==> src/sv/hcb_pkg.sv <==
// ----------------------------------------------------------------------------
// hcb_pkg: shared types for the Huffman code builder
// Sequencer state encoding and the return context of the heap sift routine.
// ----------------------------------------------------------------------------
package hcb_pkg;

  typedef enum logic [20:0] {
    S_LOAD    = 21'h000001,
    S_SD_LD   = 21'h000002,
    S_SD_V    = 21'h000004,
    S_SD_L    = 21'h000008,
    S_SD_R    = 21'h000010,
    S_SD_RC   = 21'h000020,
    S_SD_DEC  = 21'h000040,
    S_MRG     = 21'h000080,
    S_TK0     = 21'h000100,
    S_TK1     = 21'h000200,
    S_TK2     = 21'h000400,
    S_MK      = 21'h000800,
    S_PU_CHK  = 21'h001000,
    S_PU_CMP  = 21'h002000,
    S_ROOT    = 21'h004000,
    S_WK_POP  = 21'h008000,
    S_WK_NODE = 21'h010000,
    S_WK_CAP  = 21'h020000,
    S_WK_OUT  = 21'h040000,
    S_WK_PR   = 21'h080000,
    S_WK_PL   = 21'h100000
  } state_t;

  typedef enum logic [1:0] {
    PH_HEAP,
    PH_TA,
    PH_TB
  } phase_t;

  localparam int CODE_W = 31;
  localparam int LEN_W  = 6;

endpackage

==> src/sv/hcb_ram.sv <==
// ----------------------------------------------------------------------------
// hcb_ram: generic single-write, single-read RAM
// One write port and one read port with registered read data.
// ----------------------------------------------------------------------------
module hcb_ram #(
  parameter int WIDTH = 8,
  parameter int DEPTH = 32,
  parameter int AW    = (DEPTH > 1) ? $clog2(DEPTH) : 1
) (
  input  logic             clk,
  input  logic             we,
  input  logic [AW-1:0]    waddr,
  input  logic [WIDTH-1:0] wdata,
  input  logic [AW-1:0]    raddr,
  output logic [WIDTH-1:0] rdata
);

  logic [WIDTH-1:0] mem [DEPTH];

  always_ff @(posedge clk) begin
    if (we) begin
      mem[waddr] <= wdata;
    end
    rdata <= mem[raddr];
  end

endmodule

==> src/sv/huffman_code_builder.sv <==
// Loading: one symbol per cycle, in_ready high while collecting a set.
// Build: heapify plus n-1 merges, each merge two extract-mins and one insert
//   through the single heap RAM.
// Emit: per tree node walked, pop and read; a leaf is captured and held until
//   out_ready; inner nodes push both children, or drop if stack room is short.
// Reset (rst, synchronous): returns to loading with an empty set; RAMs are
//   not cleared.
// ----------------------------------------------------------------------------
// huffman_code_builder: iterative Huffman code construction
// Collects symbol/frequency pairs, builds a min-heap, merges nodes and walks
// the tree to emit one code per leaf.
// ----------------------------------------------------------------------------
module huffman_code_builder #(
  parameter int MAX_SYMBOLS = 32,
  parameter int FREQ_WIDTH  = 16
) (
  input  logic        clk,
  input  logic        rst,
  input  logic        in_valid,
  output logic        in_ready,
  input  logic [7:0]  symbol,
  input  logic [15:0] frequency,
  input  logic        final_symbol,
  output logic        out_valid,
  input  logic        out_ready,
  output logic [7:0]  coded_symbol,
  output logic [30:0] code_bits,
  output logic [4:0]  code_length,
  output logic        overflow_flag,
  output logic        last_code
);

  localparam int HAW = (MAX_SYMBOLS > 1) ? $clog2(MAX_SYMBOLS) : 1;
  localparam int NW  = $clog2(2 * MAX_SYMBOLS);
  localparam int IW  = $clog2(2 * MAX_SYMBOLS + 1) + 1;
  localparam int WW  = FREQ_WIDTH + NW;
  localparam int HEW = NW + WW;
  localparam int SAW = $clog2(MAX_SYMBOLS + 1);
  localparam int SPW = $clog2(MAX_SYMBOLS + 2);
  localparam int SEW = NW + hcb_pkg::CODE_W + hcb_pkg::LEN_W;
  localparam logic [WW-1:0]    FMASK = WW'({FREQ_WIDTH{1'b1}});
  localparam logic [IW-1:0]    MAXI  = IW'(MAX_SYMBOLS);
  localparam logic [SPW:0]     SPLIM = (SPW + 1)'(MAX_SYMBOLS + 1);

  hcb_pkg::state_t state;
  hcb_pkg::phase_t phase;

  logic [IW-1:0]  loaded, n, cnt, idx, hidx, best_i, emitted;
  logic           dropped;
  logic [HEW-1:0] v, best_e, top, a_ent;
  logic [NW-1:0]  next_node, left_n;
  logic [SPW-1:0] sp;
  logic [30:0]    wcode;
  logic [5:0]     wlen;

  // RAM ports
  logic           s_we;
  logic [HAW-1:0] s_waddr, s_raddr;
  logic [7:0]     s_rdata;
  logic           h_we;
  logic [HAW-1:0] h_waddr, h_raddr;
  logic [HEW-1:0] h_wdata, h_rdata;
  logic           c_we;
  logic [NW-1:0]  c_waddr, c_raddr;
  logic [2*NW-1:0] c_wdata, c_rdata;
  logic           k_we;
  logic [SAW-1:0] k_waddr, k_raddr;
  logic [SEW-1:0] k_wdata, k_rdata;

  logic [IW-1:0]  loaded_next, lidx, ridx, pidx;
  logic [WW-1:0]  freq_w;
  logic [NW-1:0]  k_node;
  logic [30:0]    k_code;
  logic [5:0]     k_len;
  logic           k_leaf, k_room;

  assign freq_w  = WW'(frequency) & FMASK;
  assign loaded_next = (loaded < MAXI) ? loaded + IW'(1) : loaded;
  assign lidx    = {idx[IW-2:0], 1'b1};
  assign ridx    = lidx + IW'(1);
  assign pidx    = (idx - IW'(1)) >> 1;
  assign k_node  = k_rdata[SEW-1 -: NW];
  assign k_code  = k_rdata[hcb_pkg::LEN_W +: hcb_pkg::CODE_W];
  assign k_len   = k_rdata[hcb_pkg::LEN_W-1:0];
  assign k_leaf  = IW'(k_node) < n;
  assign k_room  = ({1'b0, sp} + (SPW + 1)'(2)) <= SPLIM;

  assign in_ready  = (state == hcb_pkg::S_LOAD);
  assign out_valid = (state == hcb_pkg::S_WK_OUT);

  always_comb begin
    s_we    = 1'b0;
    s_waddr = HAW'(loaded);
    s_raddr = HAW'(k_node);
    h_we    = 1'b0;
    h_waddr = HAW'(idx);
    h_wdata = v;
    h_raddr = '0;
    c_we    = 1'b0;
    c_waddr = next_node;
    c_wdata = {a_ent[HEW-1 -: NW], top[HEW-1 -: NW]};
    c_raddr = k_node;
    k_we    = 1'b0;
    k_waddr = SAW'(sp);
    k_wdata = '0;
    k_raddr = SAW'(sp - SPW'(1));
    case (state)
      hcb_pkg::S_LOAD: begin
        if (in_valid && loaded < MAXI) begin
          s_we    = 1'b1;
          h_we    = 1'b1;
          h_waddr = HAW'(loaded);
          h_wdata = {NW'(loaded), freq_w};
        end
      end
      hcb_pkg::S_SD_LD: h_raddr = HAW'(idx);
      hcb_pkg::S_SD_L:  h_raddr = HAW'(lidx);
      hcb_pkg::S_SD_R:  h_raddr = HAW'(ridx);
      hcb_pkg::S_SD_DEC: begin
        h_we    = 1'b1;
        h_wdata = (best_i == idx) ? v : best_e;
      end
      hcb_pkg::S_TK1: h_raddr = HAW'(cnt - IW'(1));
      hcb_pkg::S_MK:  c_we = 1'b1;
      hcb_pkg::S_PU_CHK: begin
        h_raddr = HAW'(pidx);
        h_we    = (idx == '0);
      end
      hcb_pkg::S_PU_CMP: begin
        h_we    = 1'b1;
        h_wdata = (v[WW-1:0] < h_rdata[WW-1:0]) ? h_rdata : v;
      end
      hcb_pkg::S_ROOT: begin
        k_we    = 1'b1;
        k_waddr = '0;
        k_wdata = {h_rdata[HEW-1 -: NW], 31'd0, 6'd0};
      end
      hcb_pkg::S_WK_PR: begin
        k_we    = 1'b1;
        k_wdata = {c_rdata[NW-1:0], wcode[29:0], 1'b1, wlen + 6'd1};
      end
      hcb_pkg::S_WK_PL: begin
        k_we    = 1'b1;
        k_waddr = SAW'(sp + SPW'(1));
        k_wdata = {left_n, wcode[29:0], 1'b0, wlen + 6'd1};
      end
      default: ;
    endcase
  end

  always_ff @(posedge clk) begin
    if (rst) begin
      state   <= hcb_pkg::S_LOAD;
      phase   <= hcb_pkg::PH_HEAP;
      loaded  <= '0;
      dropped <= 1'b0;
      cnt     <= '0;
    end else begin
      case (state)
        hcb_pkg::S_LOAD: begin
          if (in_valid) begin
            loaded <= loaded_next;
            if (loaded == MAXI) begin
              dropped <= 1'b1;
            end
            if (final_symbol) begin
              n         <= loaded_next;
              cnt       <= loaded_next;
              idx       <= loaded_next >> 1;
              hidx      <= loaded_next >> 1;
              next_node <= NW'(loaded_next);
              emitted   <= '0;
              phase     <= hcb_pkg::PH_HEAP;
              state     <= hcb_pkg::S_SD_LD;
            end
          end
        end
        hcb_pkg::S_SD_LD: state <= hcb_pkg::S_SD_V;
        hcb_pkg::S_SD_V: begin
          v     <= h_rdata;
          state <= hcb_pkg::S_SD_L;
        end
        hcb_pkg::S_SD_L: begin
          if (lidx < cnt) begin
            state <= hcb_pkg::S_SD_R;
          end else begin
            best_i <= idx;
            state  <= hcb_pkg::S_SD_DEC;
          end
        end
        hcb_pkg::S_SD_R: begin
          if (h_rdata[WW-1:0] < v[WW-1:0]) begin
            best_i <= lidx;
            best_e <= h_rdata;
          end else begin
            best_i <= idx;
            best_e <= v;
          end
          state <= (ridx < cnt) ? hcb_pkg::S_SD_RC : hcb_pkg::S_SD_DEC;
        end
        hcb_pkg::S_SD_RC: begin
          if (h_rdata[WW-1:0] < best_e[WW-1:0]) begin
            best_i <= ridx;
            best_e <= h_rdata;
          end
          state <= hcb_pkg::S_SD_DEC;
        end
        hcb_pkg::S_SD_DEC: begin
          if (best_i != idx) begin
            idx   <= best_i;
            state <= hcb_pkg::S_SD_L;
          end else begin
            case (phase)
              hcb_pkg::PH_HEAP: begin
                if (hidx == '0) begin
                  state <= hcb_pkg::S_MRG;
                end else begin
                  hidx  <= hidx - IW'(1);
                  idx   <= hidx - IW'(1);
                  state <= hcb_pkg::S_SD_LD;
                end
              end
              hcb_pkg::PH_TA: begin
                a_ent <= top;
                phase <= hcb_pkg::PH_TB;
                state <= hcb_pkg::S_TK0;
              end
              default: state <= hcb_pkg::S_MK;
            endcase
          end
        end
        hcb_pkg::S_MRG: begin
          // read slot 0: either the next minimum or the finished root
          if (cnt != IW'(1)) begin
            phase <= hcb_pkg::PH_TA;
            state <= hcb_pkg::S_TK1;
          end else begin
            state <= hcb_pkg::S_ROOT;
          end
        end
        hcb_pkg::S_TK0: state <= hcb_pkg::S_TK1;
        hcb_pkg::S_TK1: begin
          top   <= h_rdata;
          state <= hcb_pkg::S_TK2;
        end
        hcb_pkg::S_TK2: begin
          v     <= h_rdata;
          cnt   <= cnt - IW'(1);
          idx   <= '0;
          state <= hcb_pkg::S_SD_L;
        end
        hcb_pkg::S_MK: begin
          v     <= {next_node, a_ent[WW-1:0] + top[WW-1:0]};
          idx   <= cnt;
          cnt   <= cnt + IW'(1);
          state <= hcb_pkg::S_PU_CHK;
        end
        hcb_pkg::S_PU_CHK: begin
          if (idx == '0) begin
            next_node <= next_node + NW'(1);
            state     <= hcb_pkg::S_MRG;
          end else begin
            state <= hcb_pkg::S_PU_CMP;
          end
        end
        hcb_pkg::S_PU_CMP: begin
          if (v[WW-1:0] < h_rdata[WW-1:0]) begin
            idx   <= pidx;
            state <= hcb_pkg::S_PU_CHK;
          end else begin
            next_node <= next_node + NW'(1);
            state     <= hcb_pkg::S_MRG;
          end
        end
        hcb_pkg::S_ROOT: begin
          cnt   <= '0;
          sp    <= SPW'(1);
          state <= hcb_pkg::S_WK_POP;
        end
        hcb_pkg::S_WK_POP: begin
          if (sp == '0) begin
            loaded  <= '0;
            dropped <= 1'b0;
            state   <= hcb_pkg::S_LOAD;
          end else begin
            sp    <= sp - SPW'(1);
            state <= hcb_pkg::S_WK_NODE;
          end
        end
        hcb_pkg::S_WK_NODE: begin
          wcode <= k_code;
          wlen  <= k_len;
          if (k_leaf) begin
            state <= hcb_pkg::S_WK_CAP;
          end else if (k_room) begin
            state <= hcb_pkg::S_WK_PR;
          end else begin
            // no stack room: drop this subtree
            state <= hcb_pkg::S_WK_POP;
          end
        end
        hcb_pkg::S_WK_CAP: begin
          coded_symbol  <= s_rdata;
          code_bits     <= wcode;
          code_length   <= wlen[4:0];
          overflow_flag <= dropped;
          last_code     <= (emitted + IW'(1)) == n;
          emitted       <= emitted + IW'(1);
          state         <= hcb_pkg::S_WK_OUT;
        end
        hcb_pkg::S_WK_OUT: begin
          if (out_ready) begin
            state <= hcb_pkg::S_WK_POP;
          end
        end
        hcb_pkg::S_WK_PR: begin
          left_n <= c_rdata[2*NW-1 -: NW];
          state  <= hcb_pkg::S_WK_PL;
        end
        hcb_pkg::S_WK_PL: begin
          sp    <= sp + SPW'(2);
          state <= hcb_pkg::S_WK_POP;
        end
        default: state <= hcb_pkg::S_LOAD;
      endcase
    end
  end

  hcb_ram #(.WIDTH(8), .DEPTH(MAX_SYMBOLS), .AW(HAW)) u_sym_ram (
    .clk(clk), .we(s_we), .waddr(s_waddr), .wdata(symbol),
    .raddr(s_raddr), .rdata(s_rdata)
  );

  hcb_ram #(.WIDTH(HEW), .DEPTH(MAX_SYMBOLS), .AW(HAW)) u_heap_ram (
    .clk(clk), .we(h_we), .waddr(h_waddr), .wdata(h_wdata),
    .raddr(h_raddr), .rdata(h_rdata)
  );

  hcb_ram #(.WIDTH(2 * NW), .DEPTH(2 * MAX_SYMBOLS), .AW(NW)) u_child_ram (
    .clk(clk), .we(c_we), .waddr(c_waddr), .wdata(c_wdata),
    .raddr(c_raddr), .rdata(c_rdata)
  );

  hcb_ram #(.WIDTH(SEW), .DEPTH(MAX_SYMBOLS + 1), .AW(SAW)) u_stack_ram (
    .clk(clk), .we(k_we), .waddr(k_waddr), .wdata(k_wdata),
    .raddr(k_raddr), .rdata(k_rdata)
  );

endmodule
==> config.mk <==
export PLATFORM = sky130hd
export DESIGN_NAME = huffman_code_builder
export DESIGN_NICKNAME = d
export VERILOG_FILES = /design/src/sv/hcb_pkg.sv /design/src/sv/hcb_ram.sv /design/src/sv/huffman_code_builder.sv
export SDC_FILE = /design/constraint.sdc
export NUM_CORES = 2
export LEC_CHECK = 0
export BUFFER_PORTS_ARGS = -buffer_cell sky130_fd_sc_hd__buf_4
export CAP_MARGIN = 40
export CORE_MARGIN = 4
export CORE_UTILIZATION = 30
export CTS_CLUSTER_SIZE = 10
export DETAILED_ROUTE_END_ITERATION = 6
export GPL_ROUTABILITY_DRIVEN = 0
export HOLD_SLACK_MARGIN = 0.03
export SYNTH_ARGS = -nofsm -noshare
export SYNTH_HDL_FRONTEND = slang
export SYNTH_SLANG_ARGS = --single-unit
==> constraint.sdc <==
create_clock -name clk -period 8.3 [get_ports clk]
set_input_delay 0.83 -clock clk [delete_from_list [all_inputs] [get_ports clk]]
set_output_delay 0.83 -clock clk [all_outputs]
set_load 0.02 [all_outputs]
[Yosys cells after proc, flatten, opt, wreduce, memory -nomap -nowiden]
Memories as Yosys holds them, arrays and structs flattened. A register that Yosys moved wholly into a read port is not among the register bits.
Index checks and enable logic that the tools add are counted.
Storage, ports and cells
  output and inout bits: 48
  logic and storage cells: 217
  flip-flop bits (word level): 293
  memories kept: 4
  memory bits (writable): 3339
  input bits: 29
Memories
  u_stack_ram.mem: words 33, bits a word 43, read ports 1, clocked after Yosys merged registers in 1, write ports 1, RTL line hcb_ram.sv:18  | logic [WIDTH-1:0] mem [DEPTH];
  u_heap_ram.mem: words 32, bits a word 28, read ports 1, clocked after Yosys merged registers in 1, write ports 1, RTL line hcb_ram.sv:18
  u_child_ram.mem: words 64, bits a word 12, read ports 1, clocked after Yosys merged registers in 1, write ports 1, RTL line hcb_ram.sv:18
  u_sym_ram.mem: words 32, bits a word 8, read ports 1, clocked after Yosys merged registers in 1, write ports 1, RTL line hcb_ram.sv:18
Cells by class
  bitwise gates (word level): 2
  $lt $le $gt $ge: 8
  reduce and logical (&&, ||, !) cells: 39
  equal/unequal tests: 45
  multiplexer cells: 81
  add/subtract/negate cells: 14
Operators with widths (number)
  case mux 21 bit (19 select lines): 1
  two-way mux 8 bit: 18
  two-way mux 28 bit: 5
  case mux 43 bit (3 select lines): 1
  case mux 28 bit (2 select lines): 2
  two-way mux 21 bit: 4
  case mux 28 bit (3 select lines): 1
  less-than comparator 22 bit: 3
  case mux 8 bit (2 select lines): 3
  case mux 21 bit (2 select lines): 1
  two-way mux 20 bit: 2
  case mux 8 bit (5 select lines): 1
  case mux 6 bit (3 select lines): 2
  adder 8 x 1 -> 8 bit, second input constant: 4
  case mux 8 bit (4 select lines): 1
  two-way mux 6 bit: 5
  inequality test 2 bit, second input constant: 13
  case mux 5 bit (5 select lines): 1
  case mux 8 bit (3 select lines): 1
  subtractor 8 x 1 -> 8 bit, second input constant: 3
  adder 22 bit: 1
  equality test 21 x 1 -> 1 bit, second input constant: 1
  equality test 21 x 10 -> 1 bit, second input constant: 1
  equality test 21 x 11 -> 1 bit, second input constant: 1
  other kinds (61): 113

[Depth between registers and ports, before layout]
  word-level depth: 6
  depth in mapped cells: 15
  depth with buffers taken out: 11

[Cells and area by module]
A second synthesis with hierarchy kept.
Unflattened totals
  cells, all modules: 8177
  area total of the unflattened synthesis: 147386.4 um2
Modules (own cells, without submodules)
  hcb_ram at u_stack_ram: area an instance 56038.7 um2, sequential area each 43471.7 um2, times used 1, cells each 2948
  hcb_ram at u_heap_ram: area an instance 35451.5 um2, sequential area each 27466.3 um2, times used 1, cells each 1984
  hcb_ram at u_child_ram: area an instance 29871.1 um2, sequential area each 23302.3 um2, times used 1, cells each 1324
  huffman_code_builder: area an instance 15971.6 um2, sequential area each 8398.1 um2, times used 1, cells each 1504
  hcb_ram at u_sym_ram: area an instance 10053.4 um2, sequential area each 7847.5 um2, times used 1, cells each 417

[Worst setup path before layout]
Ideal clock, no wire load.
  path type: flip-flop to flip-flop
  start point: register state[8]
  end point: memory u_stack_ram.mem[32][0] (netlist bit), enable pin
  setup slack: 0.539 ns
  cell stages (with the launch flop): 11
  period minus slack after synthesis: 7.761 ns
  required time: 7.739 ns
  library setup time: 0.561 ns
  arrival: 7.200 ns
  path through: dfxtp_1 > or4_1 > buf_2 > nor2_1 > nand3_1 > nor3_1 > clkbuf_1 > nand2_1 > a21oi_1 > nand2_1 > nor4b_1
Between the ends
  cells in the longest elaborated chain, start to end: 5
  elaborated cells between the ends (all ways): 8
  those cells by class: eq/ne: 3; mux: 4; reduce/logical: 1
Ends and longest elaborated chain
  from (decl): RTL line huffman_code_builder.sv:45  | hcb_pkg::state_t state;
  from (signal assigned): RTL line huffman_code_builder.sv:153  | state <= hcb_pkg::S_LOAD;
  from (signal assigned): RTL line huffman_code_builder.sv:174  | state <= hcb_pkg::S_SD_LD;
  from (signal assigned): RTL line huffman_code_builder.sv:178  | hcb_pkg::S_SD_LD: state <= hcb_pkg::S_SD_V;
  equality test 21 bit, or another cell as far along: RTL line huffman_code_builder.sv:107  | case (state)
  OR reduction 3 bit (no line)
  two-way mux 1 bit: RTL line huffman_code_builder.sv:107
  two-way mux 1 bit: RTL line hcb_ram.sv:21  | if (we) begin
  two-way mux 1 bit (implied by the code): RTL line hcb_ram.sv:22  | mem[waddr] <= wdata;
  to (decl): RTL line hcb_ram.sv:18
Parallel ways exist; a longest one is shown, timed or not.

[Worst setup path in the final report]
  start point: register state[20]
  end point: memory u_stack_ram.mem[12][18] (netlist bit), enable pin
The elaborated chain is that of the path after synthesis.

==> results.md <==
- Reported leakage power: 51.7 nW
- Violations in the final reports: design-rule violations
- Async set or reset register ratio after synthesis: 0%
- Peak per-stage delay on the critical path: between 700 and 800 ps
- Post-synthesis instance area: 145000 µm²
- Total Wirelength: roughly 360 mm
- Starting density of the core: between 30% and 40%
- Clock tree from TritonCTS: done
- Number of warnings issued by yosys: 0
- Row Count: 255
- Fraction of layout cells with a size suffix above 1: a little over a fifth
- Total overflow reported by the global router: 0
- HPWL reported at the end of detailed placement: ~220 mm
- Vias after detailed routing: roughly 75000
- Start of the worst register-to-register path: state[20]$_SDFFE_PP0P_
- Initial antenna violation count: 17
- Initial DRC Count: 8549
- R2r endpoint: u_stack_ram.mem[12][18]$_DFFE_PP_
- Most instantiated flip-flop cell in the synthesis netlist: sky130_fd_sc_hd__edfxtp_1
- Number of hold-repair buffers added at the cts stage: 0
- Average footprint of a synthesized cell: 18.8 µm²
- Post-Syn Instances: ~7700
- Chip width: between 700 and 800 µm
- Critical path arrival: 6210 ps
- Worst VDD drop: about 0.19 mV
- Source-to-sink clock delay at the later pin of the worst-skew pair: 980 ps
- Required time at the endpoint of the critical path: a little under 9000 ps
- Crit end category: flip-flop
- Class of the most critical setup path: flip-flop to flip-flop
- Average wire length per cell after detail routing: between 20 and 25 µm
- Clock sink count: roughly 3700
- Unrepaired setup endpoints after global routing: false
- Sequential cell area: approximately 110000 µm²
- Library cell used as clock root buffer: sky130_fd_sc_hd__clkbuf_16
- Cell with the biggest individual delay on the critical path: sky130_fd_sc_hd__nor2_4
- Shortest clock period the worst path allows after layout: ~5600 ps
- Post-CTS setup buffers: 0
- Type of origin of the critical path: flip-flop
- Pins over their slew limit: 0
- Achievable Freq: about 180 MHz
- Drt pass-1 iters: 7
- Worst clock skew: between 90 and 100 ps
- H-Tree Depth: 5
- Share of the clock period used by the worst path: 68.0%
- Wire length of the first global-routing pass: 533 mm
- Synthesized flop and latch total: approximately 3700
- Netlist cell types: around 80
- Number of global-route vias before repair: about 76000
- Number of endpoints with negative hold slack in the final report: 0
- Total track usage: between 10% and 20%
- Sequential element share of the synthesized area: 75.4%
- Worst slew margin relative to its limit: 32.2%
- Cell area power density: 233 nW/µm²
- Overall power of the completed layout: just under 40 mW
- Antenna violation net count after detailed routing: 0
- Area added between synthesis and finish: 16.2%
- Post-detailed-route via-to-cell ratio: between 5 and 6
- Num ports: 77
- Number of synthesized flops with an enable pin: ~3600
- Post-Syn Nets: about 8000
- Number of nets in the finished design: around 8300
- Largest net degree at the start of global routing: about 160
- Depth of the worst register-to-register path: 10
- IO buf count: between 70 and 80
- Multi-input combinational cell area: 34300 µm²
- Max-capacitance violation count: 0
- Result of the run: complete, but fails checks
- Clock buffers created by TritonCTS: 414
- Number of resized instances in the post-cts repair step: 0
- Final number of setup-violating endpoints: 0
- Worst min-delay path class: primary input to flip-flop
- Aggregate negative setup slack: 0 ps
- FILL cells: 44617
- Minimum setup slack among reg-to-reg paths: about 2700 ps
- Critical Path End: u_stack_ram.mem[12][18]$_DFFE_PP_
- Slew at the pin closest to its max-slew limit: 1020 ps
- CTS clock-pin slew for the worst setup and hold paths: approximately 60 ps
- Die Ht: just over 700 µm
- Overall die area: 495000 µm²
- Launching instance or port of the critical path: state[20]$_SDFFE_PP0P_
- Critical path peak fanout: 25
- Placeable core region: slightly below 500000 µm²
- Ordered cell list for the critical path: or4_1 -> nor4_2 -> and4_1 -> nor2_1 -> o21ai_0 -> o41ai_1 -> nor2b_1 -> nand2b_1 -> nor2_4 -> buf_4
- DRC: 22
- Number of buffers on the longest clock path: 4
[cells by family after synthesis]
logic type	after synthesis	synth area share (%)
buf+inv	512	1.47
mux	1004	13.5
flops	3688	75.4
xor+xnor	82	0.495
compound gates	644	2.90
fa+ha+maj	105	0.910
simple gates	1696	5.33
[Yosys cell counts, types with 20 or more instances]
| cell | n | share of area [%] |
|---|---|---|
| sky130_fd_sc_hd__edfxtp_1 | 3558 | 74 |
| sky130_fd_sc_hd__nand2_1 | 779 | 2.0 |
| sky130_fd_sc_hd__mux4_2 | 760 | 12 |
| sky130_fd_sc_hd__nor2_1 | 310 | 0.80 |
| sky130_fd_sc_hd__clkbuf_1 | 260 | 0.67 |
| sky130_fd_sc_hd__a21oi_1 | 220 | 0.76 |
| sky130_fd_sc_hd__mux2i_1 | 195 | 1.3 |
| sky130_fd_sc_hd__nand3_1 | 182 | 0.63 |
| sky130_fd_sc_hd__and3_1 | 156 | 0.67 |
| sky130_fd_sc_hd__dfxtp_1 | 130 | 1.8 |
| sky130_fd_sc_hd__ha_1 | 104 | 0.90 |
| sky130_fd_sc_hd__inv_1 | 91 | 0.24 |
| sky130_fd_sc_hd__buf_1 | 77 | 0.20 |
| sky130_fd_sc_hd__o21ai_0 | 75 | 0.26 |
| sky130_fd_sc_hd__nor3_1 | 62 | 0.21 |
| sky130_fd_sc_hd__buf_2 | 59 | 0.20 |
| sky130_fd_sc_hd__a31oi_1 | 58 | 0.25 |
| sky130_fd_sc_hd__xnor2_1 | 50 | 0.30 |
| sky130_fd_sc_hd__a211oi_1 | 49 | 0.25 |
| sky130_fd_sc_hd__mux2_2 | 45 | 0.35 |
| sky130_fd_sc_hd__nor2b_1 | 42 | 0.18 |
| sky130_fd_sc_hd__nand4_1 | 36 | 0.16 |
| sky130_fd_sc_hd__a21o_1 | 34 | 0.18 |
| sky130_fd_sc_hd__xor2_1 | 32 | 0.19 |
| sky130_fd_sc_hd__o22ai_1 | 30 | 0.13 |
| sky130_fd_sc_hd__a221oi_1 | 28 | 0.17 |
| sky130_fd_sc_hd__a222oi_1 | 26 | 0.18 |
| sky130_fd_sc_hd__nand2b_1 | 20 | 0.086 |
| sky130_fd_sc_hd__o221ai_1 | 20 | 0.12 |
[routing by layer]
metal | global-route usage, % | share of wire (%) | vias up
li1 | - | - | 31897
met3 | 2.45 | 7.8 | 570
met4 | 3.89 | 2.6 | 8
met1 | 19.9 | 42 | 39686
met5 | 0 | 0.011 | -
met2 | 23.3 | 48 | 3229
[where the power goes]
group          internal [mW]  switching (mW)
combinational          0.620            1.30
clock                   9.52            6.99
sequential              20.6           0.233
[state kept, by name (all words and copies together), names as in the netlist, 12 cells and up]
name	cells
wcode	31
v	28
state	21
u_child_ram.rdata	12
u_stack_ram.mem	1386
u_sym_ram.mem	256
a_ent	28
u_heap_ram.mem	896
best_e	28
top	28
u_heap_ram.rdata	28
u_stack_ram.rdata	42
u_child_ram.mem	768
code_bits	31
[critical path: cells and delay by family (launching register included)]
family	cells	cell delay (ps)
AOI/OAI and AO/OA	2	570
buffers and inverters	1	610
DFF	1	340
and+or+nand+nor	7	3660
[cell usage in the layout (no fill, tap or decap), types with 30 or more instances in the layout]
cell and n:
sky130_fd_sc_hd__buf_16 41, sky130_fd_sc_hd__a21oi_1 219, sky130_fd_sc_hd__a211oi_1 49, sky130_fd_sc_hd__nand3_1 182
sky130_fd_sc_hd__nor3_2 30, sky130_fd_sc_hd__a21o_1 34, sky130_fd_sc_hd__clkbuf_16 422, sky130_fd_sc_hd__nor3_1 35
sky130_fd_sc_hd__mux2i_1 195, sky130_fd_sc_hd__mux4_2 760, sky130_fd_sc_hd__a31oi_1 58, sky130_fd_sc_hd__inv_1 90
sky130_fd_sc_hd__and3_1 155, sky130_fd_sc_hd__nor2_4 44, sky130_fd_sc_hd__nand2_1 778, sky130_fd_sc_hd__dfxtp_1 125
sky130_fd_sc_hd__buf_4 292, sky130_fd_sc_hd__o21ai_0 75, sky130_fd_sc_hd__nand4_1 36, sky130_fd_sc_hd__o22ai_1 30
sky130_fd_sc_hd__edfxtp_1 3558, sky130_fd_sc_hd__mux2_2 45, sky130_fd_sc_hd__xor2_1 31, sky130_fd_sc_hd__ha_1 103
sky130_fd_sc_hd__nor2_1 256, sky130_fd_sc_hd__xnor2_1 47, sky130_fd_sc_hd__clkbuf_1 220
[how the worst min path moves through the flow]
stage	from	endpoint	slack, ps	cells past startpoint
after CTS	in_valid	loaded[1]$_SDFFE_PP0P_	160	3
after detailed placement	u_stack_ram.rdata[33]$_DFF_P_	wcode[27]$_DFFE_PP_	390	0
after global routing	in_valid	loaded[4]$_SDFFE_PP0P_	210	3
after global placement	u_stack_ram.rdata[28]$_DFF_P_	wcode[22]$_DFFE_PP_	390	0
after floorplan	u_sym_ram.rdata[0]$_DFF_P_	coded_symbol[0]$_DFFE_PP_	390	0
final	in_valid	loaded[1]$_SDFFE_PP0P_	250	3
[per-stage QoR]
step                std cells  instance area (µm²)  util (%)  setup slack (ps)  hold WS [ps]
floorplan                7731               145000         -               539           386
global placement        14000               154000      32.0              2680           388
detailed placement      14140               157000      32.5              2850           390
CTS                     14826               169000      35.0              2790           159
global route            14832               169000      35.0              2440           208
finish                  14833               169000      35.0              2650           247
[cell type report]
class                      instances  share of cell area [%]
sequential                      3688                    64.9
multi-input combinational       3531                    20.3
clock buffer                     654                    6.85
tap                             6425                    4.77
timing repair buffer             410                    2.67
clock inverter                    32                   0.282
inverter                          91                   0.203
antenna                            2                 0.00297
Power figures use the tool's default switching activity.
